**src/hw/rtl/ctpp_pkg.sv**
```systemverilog
// ============================================================================
// ctpp_pkg
// shared types and constants of the chainage to polyline point block
// ============================================================================
package ctpp_pkg;

    localparam int DEF_MAX_SECTIONS = 64;
    localparam int DIV_W            = 64;
    localparam int DVS_W            = 33;

    localparam logic OP_WRITE = 1'b0;
    localparam logic OP_QUERY = 1'b1;

    localparam logic [1:0] ST_OK  = 2'd0;
    localparam logic [1:0] ST_WR  = 2'd1;
    localparam logic [1:0] ST_ERR = 2'd2;

    // write: w0 start, w1 end, w2..w4 vertex
    // query: w0 chainage, w1 offset, w2 height
    typedef struct packed {
        logic        op;
        logic [6:0]  index;
        logic [31:0] w0;
        logic [31:0] w1;
        logic [31:0] w2;
        logic [31:0] w3;
        logic [31:0] w4;
    } t_item;

endpackage

```
**src/hw/rtl/ctpp_front.sv**
```systemverilog
// ============================================================================
// ctpp_front
// accepts items, packs them by kind and queues them for the back end
// ============================================================================
module ctpp_front (
    input  logic                i_clk,
    input  logic                i_rst_n,
    input  logic                i_start,
    input  logic                i_op,
    input  logic [6:0]          i_entry_index,
    input  logic [31:0]         i_section_start,
    input  logic [31:0]         i_section_end,
    input  logic [31:0]         i_vertex_x,
    input  logic [31:0]         i_vertex_y,
    input  logic [31:0]         i_vertex_z,
    input  logic [31:0]         i_query_chainage,
    input  logic [31:0]         i_query_offset,
    input  logic [31:0]         i_query_height,
    output logic                o_busy,
    output logic                o_valid,
    output ctpp_pkg::t_item     o_item,
    input  logic                i_pop
);

    localparam int DEPTH = 2;
    localparam int PW    = $clog2(DEPTH);

    ctpp_pkg::t_item r_mem [DEPTH];
    logic [PW-1:0]   r_wp;
    logic [PW-1:0]   r_rp;
    logic [PW:0]     r_cnt;
    ctpp_pkg::t_item item;
    logic            push;

    always_comb begin
        item       = '0;
        item.op    = i_op;
        item.index = i_entry_index;
        if (i_op == ctpp_pkg::OP_WRITE) begin
            item.w0 = i_section_start;
            item.w1 = i_section_end;
            item.w2 = i_vertex_x;
            item.w3 = i_vertex_y;
            item.w4 = i_vertex_z;
        end else begin
            item.w0 = i_query_chainage;
            item.w1 = i_query_offset;
            item.w2 = i_query_height;
        end
    end

    assign o_busy  = (r_cnt == (PW+1)'(DEPTH));
    assign push    = i_start && !o_busy;
    assign o_valid = (r_cnt != '0);
    assign o_item  = r_mem[r_rp];

    always_ff @(posedge i_clk) begin
        if (!i_rst_n) begin
            r_wp  <= '0;
            r_rp  <= '0;
            r_cnt <= '0;
        end else begin
            if (push) begin
                r_wp <= r_wp + 1'b1;
            end
            if (i_pop) begin
                r_rp <= r_rp + 1'b1;
            end
            if (push && !i_pop) begin
                r_cnt <= r_cnt + 1'b1;
            end else if (!push && i_pop) begin
                r_cnt <= r_cnt - 1'b1;
            end
        end
    end

    always_ff @(posedge i_clk) begin
        if (push) begin
            r_mem[r_wp] <= item;
        end
    end

endmodule

```
**config.mk**
```make
export PLATFORM = sky130hd
export DESIGN_NAME = ctpp_front
export DESIGN_NICKNAME = d
export VERILOG_FILES = /design/src/hw/rtl/ctpp_pkg.sv /design/src/hw/rtl/ctpp_front.sv
export SDC_FILE = /design/constraint.sdc
export NUM_CORES = 1
export LEC_CHECK = 0
export ABC_CLOCK_PERIOD_IN_PS = 22700
export BUFFER_PORTS_ARGS = -buffer_cell sky130_fd_sc_hd__clkbuf_2
export CORE_MARGIN = 4
export CORE_UTILIZATION = 45
export CTS_CLUSTER_DIAMETER = 40
export DETAILED_ROUTE_END_ITERATION = 10
export GPL_TIMING_DRIVEN = 0
export MAX_ROUTING_LAYER = met4
export PLACE_DENSITY = 0.71
export SLEW_MARGIN = 10
export SYNTH_ARGS = -nofsm -noshare
export SYNTH_HDL_FRONTEND = slang
export SYNTH_SLANG_ARGS = --single-unit
```
**constraint.sdc**
```tcl
create_clock -name i_clk -period 22.7 [get_ports i_clk]
set_clock_uncertainty 0.1 [all_clocks]
set_input_delay 3.405 -clock i_clk [delete_from_list [all_inputs] [get_ports i_clk]]
set_output_delay 3.405 -clock i_clk [all_outputs]
set_load 0.03 [all_outputs]
```
* After elaboration in Yosys (flattened, before gate mapping)
Memories as Yosys holds them, arrays and structs flattened. A register that Yosys moved wholly into a read port is not among the register bits.
Index checks and enable logic that the tools add are counted.
** Word-level totals
- Bits in latches :: 0
- ROM bits :: 0
- Logic and storage cells :: 25
- Flip-flop bits (word level) :: 4
- Memories kept :: 1
- Bits in writable memories :: 336
- Output and inout bits :: 170
** Memories
- r_mem :: depth 2, width 168, read ports 1, clocked after memory_dff 1, wr ports 1, RTL line ctpp_front.sv:28 : ctpp_pkg::t_item r_mem [DEPTH];
** Cells by class
- Reduce and logical (&&, ||, !) cells :: 8
- Add/subtract/negate cells :: 4
- Shift-type cells :: 0
- Divide/modulo/power cells :: 0
- Eq/ne operators :: 1
- Bitwise operators :: 0
- Multiplexer cells :: 8
- $mul :: 0
- Order comparisons :: 0
** Operators by type and width (count)
- 96-bit two-way mux :: 1
- 64-bit two-way mux :: 1
- 1-bit two-way mux :: 4
- 2-bit two-way mux :: 2
- 2-bit nonzero test :: 2
- 1-bit logical AND :: 3
- 1-bit logical NOT :: 3
- 1-bit adder, second input constant :: 2
- 2-bit by 1-bit adder with 2-bit output, second input constant :: 1
- 2-bit == test, second input constant :: 1
- 2-bit by 1-bit subtractor with 2-bit output, second input constant :: 1

* Longest topological paths before layout
Gate-level depths: netlist of run 1.
- Depth after elaboration :: 7
- Depth in mapped cells :: 7
- Mapped depth without buffers :: 7

* Least setup slack after synthesis of run 1
Ideal clock, no wire load.
- Path kind :: input to register
- Start point :: in i_start
- End point :: reg r_wp
- Required time :: 22.490 ns
- Slack :: 6.902 ns
- Arrival time :: 15.588 ns
- Setup time :: 0.110 ns
- Stages on the path :: 3
- Path through :: inv_1 nor3_1 o21a_1
** On the way
- Cells in the longest elaborated chain, start to end :: 1
** Ends and longest elaborated chain
- start: declaration :: RTL line ctpp_front.sv:8 : input logic i_start,
- 1-bit logical AND :: RTL line ctpp_front.sv:53 : assign push = i_start && !o_busy;
- end signal: assignment :: RTL line ctpp_front.sv:64 : r_wp <= r_wp + 1'b1;
- end: declaration :: RTL line ctpp_front.sv:29 : logic [PW-1:0] r_wp;
Every way passes these cells.
A chain may end at the register's enable or synchronous reset.

* Worst setup path in the final report of run 1
- Start point :: in i_start
- End point :: mem r_mem[0][39] in the netlist's numbering (enable)
** On the way
- Cells in the longest elaborated chain, start to end :: 3
** Ends and longest elaborated chain
- 1-bit logical AND :: RTL line ctpp_front.sv:53
- 1-bit two-way mux :: RTL line ctpp_front.sv:78 : if (push) begin
- 1-bit two-way mux (implied by the code) :: RTL line ctpp_front.sv:79 : r_mem[r_wp] <= item;
- end: declaration :: RTL line ctpp_front.sv:28
Every way passes these cells.

==> results of run 1 <==
## cells in the mapped netlist, drive strengths merged
master | instances | area [um^2]
xor2 | 2 | 17.52
and3 | 1 | 6.260
nor2b | 64 | 400.4
nor2 | 1 | 3.750
xnor2 | 1 | 8.760
or3 | 1 | 6.260
a21boi | 2 | 15.01
o21ai | 1 | 5.000
ha | 1 | 12.51
and2 | 3 | 18.77
mux2 | 264 | 3359
inv | 3 | 11.26
dfxtp | 5 | 100.1
nand2b | 1 | 6.260
buf | 37 | 316.6
or2 | 1 | 6.260
o21a | 1 | 7.510
edfxtp | 336 | 10090
nor3 | 1 | 5.000
## worst register-to-register path, stage by stage, from the launching register on
cell and delay (ps):
sky130_fd_sc_hd__dfxtp_1 390, sky130_fd_sc_hd__nand2b_1 170, sky130_fd_sc_hd__inv_1 80, sky130_fd_sc_hd__nor3_2 480, sky130_fd_sc_hd__buf_6 220, sky130_fd_sc_hd__buf_4 220, sky130_fd_sc_hd__buf_4 230, sky130_fd_sc_hd__buf_6 170
sky130_fd_sc_hd__buf_6 160, sky130_fd_sc_hd__buf_4 210, sky130_fd_sc_hd__buf_4 220, sky130_fd_sc_hd__buf_6 190
## metal layers
layer / GRT usage [%] / vias to the layer above / part of all wire (%) / routed length (um)
met5: - / - / 0 / 0
met4: 6.086 / 0 / 3.1 / 1009
met3: 4.741 / 72 / 6.6 / 2114
met2: 32.00 / 302 / 52 / 16650
met1: 20.89 / 3953 / 39 / 12470
li1: - / 3839 / - / -
## cells by family (layout without fill, tap and decap cells)
logic type                 count (synthesis)  in the layout  synth area share, %
other                                      0              1                    0
and+or+nand+nor                           73             73                3.146
xor gates and xnor gates                   3              3               0.1825
adders and majority gates                  1              1              0.08690
DFF                                      341            341                70.78
muxes                                    264            264                23.34
AOI/OAI and AO/OA                          4              4               0.1912
buffers and inverters                     40            583                2.277
## flip-flops by register name, summed over array words and instances (netlist names), named ones only
register	flops
r_wp	1
r_rp	1
r_mem	336
r_cnt	2
## report_power, final
group	switching, mW	internal (mW)
logic	0.217	0.143
clock network	0.263	0.443
registers	0.0147	0.771
total	0.495	1.36
## layout make-up
cell class | count | area (um^2)
diodes | 1 | 2.502
plain buffers | 37 | 316.6
clock buffers | 56 | 1252
clock inverters | 27 | 284.0
fillers | 2414 | 12650
inverters | 3 | 11.26
multi-input cells | 345 | 3889
flip-flops and latches | 341 | 10190
well taps | 402 | 503.0
repair buffers | 460 | 2457
## worst max-delay path by stage
stage / end / slack, ps / cells after the start
final: r_mem[0][39] / 17120 / 11
after global routing: r_mem[0][39] / 16940 / 11
after CTS: r_mem[0][39] / 17090 / 11
after detailed placement: r_mem[0][39] / 16530 / 11
after global placement: r_wp / -50 / 4
after floorplan: r_wp / 6900 / 3
## stage by stage
| stage | cells | total power [mW] |
|---|---|---|
| global route | 1672 | 1.924 |
| finish | 1672 | 1.851 |
| detailed placement | 1588 | 1.163 |
| CTS | 1671 | 1.877 |
| global placement | 1565 | 1.177 |
| floorplan | 726 | 1.060 |
==> impl_metrics.tcl, run 1 <==
set metrics [dict create \
    outcome "finished clean" \
    first_iter_violations 319 \
    slew_headroom_pct 58.11 \
    rrSetupSlack_ps 19570 \
    power.density_mw_per_mm2 97.92 \
    min_delay_path_depth 2 \
    synth_area_mm2 0.01440 \
    vias 8166 \
    synth.yosys.seq_area_share_pct 70.78 \
    critical-path-max-stage-delay_ps 520 \
    dp_hpwl_mm 23.76 \
    critPathArrivalTime_ps 5710 \
    cts_resized 0 \
    fin_hold_ws_ps 408.7 \
    timing.reg2reg.worst_path_depth 11 \
    worstHoldStart "r_cnt[1]" \
    critPathLaunchType "primary input" \
    worst_case_hold_path_end_point "r_cnt[1]" \
    preCtsSetupSlack_ps 16530 \
    cts_buffers 46 \
    chipHeight_um 186.9 \
    die_width_um 186.9 \
    finalMaxSlewViolations 0 \
    via_count_of_the_first_global_routing_pass 8811 \
    cts-hold-fix-buffers 0 \
    cp_num_buf_inv 10 \
    numClockSinks 341 \
    ctsRootBufferMaster "sky130_fd_sc_hd__clkbuf_16" \
    port_buffers 437 \
    path_class "in -> reg" \
    postLayoutCoreUtil_pct 59.91 \
    setup_viol_count_final 0 \
    synth_to_layout_area_growth_pct 31.32 \
    num_rows 65 \
    start_util_pct 45.62 \
    remaining_global_route_overflow 0 \
    total_negative_setup_slack_ps 0 \
    design.final.nets 1503 \
    tritoncts_clock_tree "yes" \
    setup_repair_after_global_routing_missed_its_margin "false" \
    coreArea_mm2 0.03156 \
    yosys_warnings 0 \
    cts_htree_levels 2 \
    grt_antenna_before_repair 1 \
    tightestPinTransition_ps 624.9 \
    fin_crit_sh_pct 24.59 \
    globalRouteTotalUtil_pct 18.41 \
    floorplan.die_area_mm2 0.03492 \
    vdd.ir_drop.worst_uv 59.33 \
    layout_common_cells "sky130_fd_sc_hd__clkbuf_2, sky130_fd_sc_hd__edfxtp_1, sky130_fd_sc_hd__mux2_2, sky130_fd_sc_hd__mux2_4, sky130_fd_sc_hd__nor2b_1" \
    finalWorstPathRequiredPeriod_ps 5583 \
    rr_startpoint "r_cnt[0]" \
    worst_skew_pair.late_latency_ps 520 \
    timing.critical_path.to_type "flop" \
    postSynthAreaPerCell_um2 19.83 \
    drc 0 \
    clkTransAtPathRegs_ps 50 \
    floorplan.io_pins 438 \
    worst-path-max-fanout 11 \
    post_synth_inst_count 726 \
    postSynthNetCount 995 \
    placement.cell_area_mm2 0.01737 \
    cellLeakagePower_nw 7.722 \
    finalHoldViolCount 0 \
    grt_first_pass_wirelength_mm 49.00 \
    synth-seq-cells 341 \
    clk_path_buf_depth 3 \
    finalWeightedCongestion 0.8139 \
    routed_via_density 4.884 \
    post_cts_repair_setup_buffers 0 \
    detail_route.wl_per_cell_um 19.29 \
    cell_area_after_layout_mm2 0.01891 \
    startpoint "i_start" \
    drive_above_1_share_pct 65.88 \
    max_freq_ghz 0.1791 \
    antenna_left 0 \
    layout.cells.most_common "sky130_fd_sc_hd__clkbuf_2" \
    worst-endpoint-required_ps 22830 \
    final.setup.worst_slack_ps 17120 \
    path_cells "clkbuf_2 > inv_1 > nor3_2 > buf_6 > buf_4 > buf_4 > buf_6 > buf_6 > buf_4 > buf_4 > buf_6" \
    r2r-end "r_mem[0][39]" \
    route.final.wire_length_mm 32.25 \
    slowest_cell_on_the_critical_path "sky130_fd_sc_hd__nor3_2" \
    yosysUniqueCellTypes 21 \
    maxCapViolCount 0 \
    grt_max_degree 53 \
    worstHoldPathType "reg -> reg" \
    first_pass_iters 6 \
    worst_path_dominant_cell_family "buffers and inverters" \
]
(Power assumes the default switching activity.)
==> run 2: changes to the inputs <==
ABC_CLOCK_PERIOD_IN_PS = 5200   (was 22700)
clock period = 5.2 ns   (was 22.7 ns; I/O delays follow)
==> run 2 against run 1 <==
Final cell count decreased by 0.30%. Critical path depth fell by 6. Die area unchanged. Combinational power rose to 4.4 times the previous value. Non-clock buffer count down 8. Clock power grew to 4.4 times the previous value. First-iteration DRC count shrank 5.0%. Total power rose to 4.4 times the previous value. Sequential cell count stayed put. Clock-buffer cell count decreased by 5. Setup slack worse by 15000 ps. Critical path type is now reg -> out. Critical endpoint is now o_item[56]. Largest cell class unchanged. Highest routed layer unchanged.
==> impl_metrics.tcl, run 2 (same netlist as run 1, synthesis figures left out) <==
set metrics [dict create \
    total_length_of_routed_met2_wires_mm 16.75 \
    design.final.nets 1495 \
    cellLeakagePower_nw 7.721 \
    slowest_cell_on_the_critical_path "sky130_fd_sc_hd__dfxtp_1" \
    route.final.wire_length_mm 32.45 \
    r2r-end "r_mem[0][8]" \
    worst-endpoint-required_ps 4320 \
    floorplan.io_pins 438 \
    via_count_of_the_first_global_routing_pass 8805 \
    preCtsSetupSlack_ps 2341 \
    path_cells "buf_6 > buf_6 > buf_6 > mux2_4 > clkbuf_2" \
    dp_hpwl_mm 23.70 \
    antenna_left 0 \
    finalWeightedCongestion 0.7473 \
    worst-path-max-fanout 10 \
    port_buffers 437 \
    critPathArrivalTime_ps 1930 \
    reg.largest.list "r_mem x336, r_cnt x2" \
    worstHoldStart "i_entry_index[3]" \
    setup_repair_after_global_routing_missed_its_margin "false" \
    synth_to_layout_area_growth_pct 31.92 \
    tritoncts_clock_tree "yes" \
    timing.critical_path.to_type "primary output" \
    first_iter_violations 303 \
    min_delay_path_depth 1 \
    vdd.ir_drop.worst_uv 307.2 \
    postLayoutCoreUtil_pct 60.19 \
    grt_antenna_before_repair 1 \
    coreArea_mm2 0.03156 \
    largest_reg_flops 336 \
    fin_crit_sh_pct 54.07 \
    cts_resized 0 \
    detail_route.wl_per_cell_um 19.47 \
    finalHoldViolCount 0 \
    numClockSinks 341 \
    maxCapViolCount 0 \
    start_util_pct 45.62 \
    drive_above_1_share_pct 65.82 \
    total_power_mw 8.168 \
    critical-path-max-stage-delay_ps 320 \
    rrSetupSlack_ps 2780 \
    remaining_global_route_overflow 0 \
    num_rows 65 \
    cts_buffers 46 \
    chipHeight_um 186.9 \
    grt_first_pass_wirelength_mm 49.11 \
    slew_headroom_pct 58.19 \
    worst_case_hold_path_end_point "r_mem[1][163]" \
    cts_htree_levels 2 \
    drc 0 \
    power.density_mw_per_mm2 430.1 \
    clk_path_buf_depth 3 \
    die_width_um 186.9 \
    layout_common_cells "sky130_fd_sc_hd__clkbuf_2, sky130_fd_sc_hd__edfxtp_1, sky130_fd_sc_hd__mux2_2, sky130_fd_sc_hd__mux2_4, sky130_fd_sc_hd__nor2b_1" \
    clkTransAtPathRegs_ps 60 \
    vias 8167 \
    globalRouteTotalUtil_pct 18.44 \
    setup_viol_count_final 0 \
    post_cts_repair_setup_buffers 0 \
    layout.cells.most_common "sky130_fd_sc_hd__clkbuf_2" \
    worstHoldPathType "in -> reg" \
    finalMaxSlewViolations 0 \
    outcome "finished clean" \
    max_freq_ghz 0.3557 \
    route.layer.met1.wl_mm 12.60 \
    cts-hold-fix-buffers 0 \
    most_flops_register "r_mem" \
    finalWorstPathRequiredPeriod_ps 2812 \
    met3RoutedLength_mm 2.223 \
    tightestPinTransition_ps 625.2 \
    rr_startpoint "r_cnt[0]" \
    floorplan.die_area_mm2 0.03492 \
    ctsRootBufferMaster "sky130_fd_sc_hd__clkbuf_16" \
    critPathLaunchType "flop" \
    path_class "reg -> out" \
    grt_max_degree 58 \
    top_layer "met4" \
    first_pass_iters 4 \
    worst_skew_pair.late_latency_ps 520 \
    crit_path_frequent_cell "sky130_fd_sc_hd__buf_6" \
    final.setup.worst_slack_ps 2388 \
    routed_via_density 4.899 \
    timing.reg2reg.worst_path_depth 7 \
]
==> run 2: cell count changes in the layout (fill, tap and decap cells not counted), sizes merged <==
cell / delta
clkinvlp: +3
buf: -8
clkinv: +3
clkbuf: -5
bufinv: +2
==> run 2: layout make-up <==
type,instances,area (um^2)
Fill cell,2451,12560
Timing Repair Buffer,452,2492
Clock inverter,35,399.1
Buffer,37,316.6
Tap cell,402,503.0
Multi-Input combinational cell,345,3895
Inverter,3,23.77
Antenna cell,1,2.502
Sequential cell,341,10190
Clock buffer,51,1170
==> run 2: metrics by stage <==
step / area (um^2) / cells / hold WS (ps) / setup TNS (ps)
floorplan: 14420 / 726 / 372.8 / -27720
global route: 18990 / 1667 / 310.5 / 0
CTS: 18990 / 1666 / 314.4 / 0
detailed placement: 17420 / 1580 / 408.8 / 0
finish: 18990 / 1667 / 338.5 / 0
global placement: 17110 / 1565 / 386.7 / -466840
==> run 2: power by group <==
group	switching (mW)	total [mW]	internal [mW]	leakage, nW
Sequential	0.0657	3.43	3.36	3.21
Combinational	0.954	1.60	0.642	3.76
Clock	1.19	3.14	1.95	0.753
Total	2.21	8.17	5.96	7.72
==> run 2: how the worst max path moves through the flow <==
stage	start	cells after the start	slack [ps]	to
2_1_floorplan	i_start	2	-160	r_mem[0][0]
3_3_place_gp	i_start	3	-2770	r_mem[0][48]
3_5_place_dp	i_start	7	2340	r_mem[0][48]
4_1_cts	flop	5	2310	o_item[122]
5_1_grt	flop	5	2270	o_item[56]
6_report	flop	5	2390	o_item[56]
==> run 2: per-layer routing <==
metal  up-vias  global-route usage (%)
met4         0                   5.745
met2       302                   31.54
met3        57                   4.610
met1      3991                   21.66
li1       3817                       -
met5         -                       -
==> run 2: worst max-delay path: cells and delay by family (launching register included) <==
family,cells,cell delay [ps]
buffers and inverters,4,760
flip-flops,1,320
multiplexers,1,310
==> run 3: changes to the inputs <==
ABC_AREA = 1   (was default)
ABC_CLOCK_PERIOD_IN_PS = 2600   (was 5200)
clock period = 2.6 ns   (was 5.2 ns; I/O delays follow)
==> run 3 against run 2 <==
Hold slack got worse by 270 ps. Die area is 1.4% higher. Non-clock buffer count up 6. Critical path depth stayed put. Critical path type unchanged. Sequential share of layout area down 0.60 points. Global-route usage grew 0.19 points. Critical endpoint is now o_item[105]. Sequential power up 96%.
==> impl_metrics.tcl, run 3 <==
set metrics [dict create \
    first_pass_iters 6 \
    timing.reg2reg.worst_path_depth 5 \
    remaining_global_route_overflow 0 \
    comb_power_share_pct 17.3 \
    finalHoldViolCount 0 \
    worstHoldPathType "in -> reg" \
    nFillCells 2389 \
    ys.flop_type "sky130_fd_sc_hd__edfxtp_1" \
    slew_headroom_pct 40.25 \
    detail_route.wl_per_cell_um 18.80 \
    floorplan.io_pins 438 \
    synth-seq-cells 341 \
    post_synth_inst_count 801 \
    worst-endpoint-required_ps 2110 \
    route.final.wire_length_mm 33.31 \
    postSynthNetCount 1070 \
    yosys_warnings 0 \
    share_of_the_synthesized_area_in_compound_gates_ao_oa_aoi_oai_pct 0.1370 \
    first_iter_violations 359 \
    postLayoutCoreUtil_pct 60.41 \
    synthDominantAreaCellType "sky130_fd_sc_hd__edfxtp_1" \
    setup_viol_count_final 0 \
    synth.yosys.seq_area_share_pct 69.73 \
    cp_num_buf_inv 4 \
    total_power_mw 15.37 \
    vdd.ir_drop.worst_uv 509.3 \
    placed_cells_incl_taps 1686 \
    num_rows 65 \
    cts-hold-fix-buffers 8 \
    routed_via_density 4.760 \
    path_class "reg -> out" \
    power.share.clock_pct 39.0 \
    worst_skew_pair.late_latency_ps 510 \
    chipHeight_um 188.2 \
    synth_simple_gate_area_share_pct 2.132 \
    clkTransAtPathRegs_ps 60 \
    netSwitchingFraction_pct 24.97 \
    post_synth_xor_area_fraction_pct 0 \
    synth_to_layout_area_growth_pct 31.46 \
    min_delay_path_depth 3 \
    tightestPinTransition_ps 894.2 \
    postSynthAreaPerCell_um2 18.24 \
    cts_buffers 42 \
    coreArea_mm2 0.03180 \
    slowest_cell_on_the_critical_path "sky130_fd_sc_hd__mux2_4" \
    critPathArrivalTime_ps 1880 \
    maxCapViolCount 0 \
    grt_antenna_before_repair 6 \
    globalRouteTotalUtil_pct 18.63 \
    grt_max_degree 30 \
    max_freq_ghz 0.4219 \
    clk_path_buf_depth 3 \
    post_cts_repair_setup_buffers 0 \
    outcome "finished clean" \
    finalWeightedCongestion 0.7544 \
    worstHoldStart "i_pop" \
    setup_repair_after_global_routing_missed_its_margin "false" \
    yosysUniqueCellTypes 16 \
    r2r-end "r_mem[0][37]" \
    numClockSinks 341 \
    reg.largest.list "r_mem x336, r_cnt x2" \
    floorplan.die_area_mm2 0.03542 \
    drive_above_1_share_pct 61.46 \
    timing.critical_path.to_type "primary output" \
    antenna_left 0 \
    power.density_mw_per_mm2 800.3 \
    crit_path_frequent_cell "sky130_fd_sc_hd__buf_6" \
    critPathLaunchType "flop" \
    power.net_switching_mw 3.839 \
    worst_path_dominant_cell_family "buffers and inverters" \
    fin_crit_sh_pct 91.17 \
    synth-edff-count 336 \
    via_count_of_the_first_global_routing_pass 9121 \
    synth_top_family_by_area "multiplexers" \
    seq_power_share_pct 43.7 \
    synthArstFlopShare_pct 0 \
    start_util_pct 45.95 \
    grt_first_pass_wirelength_mm 50.00 \
    vias 8435 \
    critical-path-max-stage-delay_ps 330 \
    port_buffers 437 \
    synth_area_mm2 0.01461 \
    cts_htree_levels 2 \
    fin_cells 1772 \
    cellLeakagePower_nw 8.193 \
    tritoncts_clock_tree "yes" \
    timing.critical_path.depth 5 \
    layout_common_cells "sky130_fd_sc_hd__clkbuf_2, sky130_fd_sc_hd__edfxtp_1, sky130_fd_sc_hd__mux2_4, sky130_fd_sc_hd__mux2_2" \
    synth_fa_ha_area_share_pct 0.08562 \
    design.final.nets 1572 \
    finalMaxSlewViolations 0 \
    synth.most_common_cell "sky130_fd_sc_hd__edfxtp_1" \
    post_synth_mux_area_share_pct 23.94 \
    synth.area.top_cells "sky130_fd_sc_hd__edfxtp_1, sky130_fd_sc_hd__mux2_4, sky130_fd_sc_hd__mux2_2, sky130_fd_sc_hd__nor2_1, sky130_fd_sc_hd__inv_1" \
    most_flops_register "r_mem" \
    path_cells "buf_6 > buf_8 > buf_6 > mux2_4 > clkbuf_2" \
    largest_reg_flops 336 \
    rrSetupSlack_ps 440 \
    fin_hold_ws_ps 69.32 \
    die_width_um 188.2 \
    ctsRootBufferMaster "sky130_fd_sc_hd__clkbuf_16" \
    layout.cells.most_common "sky130_fd_sc_hd__clkbuf_2" \
    ys_top_cells_by_count "sky130_fd_sc_hd__edfxtp_1, sky130_fd_sc_hd__mux2_4, sky130_fd_sc_hd__mux2_2" \
    internal-power_mw 11.53 \
    cts_resized 0 \
    finalWorstPathRequiredPeriod_ps 2370 \
    worst-path-max-fanout 10 \
    drc 0 \
    rr_startpoint "r_cnt[1]" \
    yosys.area.top_type_share_pct 69.05 \
    dp_hpwl_mm 24.34 \
]
==> run 3: cell types whose count changed after synthesis, sizes merged, moves of 2 or more <==
cell	previous run	this run
nor2b	64	0
nand2	0	7
and2	3	0
o21ai	1	3
xor2	2	0
nor2	1	73
inv	3	72
a21boi	2	0
==> run 3: cell type report <==
cell class	instances	area (um^2)	area share (%)
diodes	6	15.01	0.07816
well taps	435	544.3	2.833
repair buffers	458	2550	13.27
multi-input cells	351	3869	20.14
flip-flops and latches	341	10190	53.06
clock buffers	52	1152	5.999
clock inverters	20	306.5	1.596
inverters	72	270.3	1.407
plain buffers	37	310.3	1.615
==> run 3: worst max-delay path by stage <==
stage	from	endpoint	slack (ps)
finish	flop	o_item[105]	230
global route	flop	o_item[20]	120
CTS	flop	o_item[20]	170
detailed placement	i_start	r_mem[0][114]	320
global placement	i_start	r_mem[0][112]	-2480
floorplan	r_cnt[1]	r_mem[0][0]	-880
==> run 3: tightest hold or removal path, stage by stage <==
cell and delay (ps):
sky130_fd_sc_hd__clkbuf_2 110, sky130_fd_sc_hd__nor2_1 60, sky130_fd_sc_hd__nor2_1 80
==> run 3: logic make-up (layout without fill, tap and decap cells) <==
logic type | after synthesis | count (layout)
AO/OA/AOI/OAI | 4 | 4
adder cells (fa/ha/maj) | 1 | 1
buffers and inverters | 109 | 639
flip-flops | 341 | 341
multiplexers | 264 | 264
other | 0 | 6
AND/OR/NAND/NOR | 82 | 82
==> run 3: power groups by stage <==
stage / Clock, mW / Sequential [mW] / Combinational [mW]
5_1_grt: 6.41 / 6.75 / 2.82
3_3_place_gp: 0 / 6.87 / 2.53
3_5_place_dp: 0 / 6.83 / 2.68
2_1_floorplan: 0 / 6.84 / 1.77
6_report: 5.99 / 6.72 / 2.66
4_1_cts: 6.14 / 6.72 / 2.70
==> run 3: stage by stage <==
stage                     setup WS [ps]  TNS, ps  instance area (um^2)
final                             229.7        0                 19210
after global routing              124.3        0                 19210
after CTS                         172.5        0                 19190
after detailed placement          319.7        0                 17660
after global placement            -2484  -824670                 17370
after floorplan                  -879.5  -292500                 14640
==> run 3: per-layer routing <==
metal  share of wire (%)  track usage, %
met1                  37           20.32
met2                  52           32.97
met3                 7.2           4.631
met4                 3.4           7.002
met5                   0               -
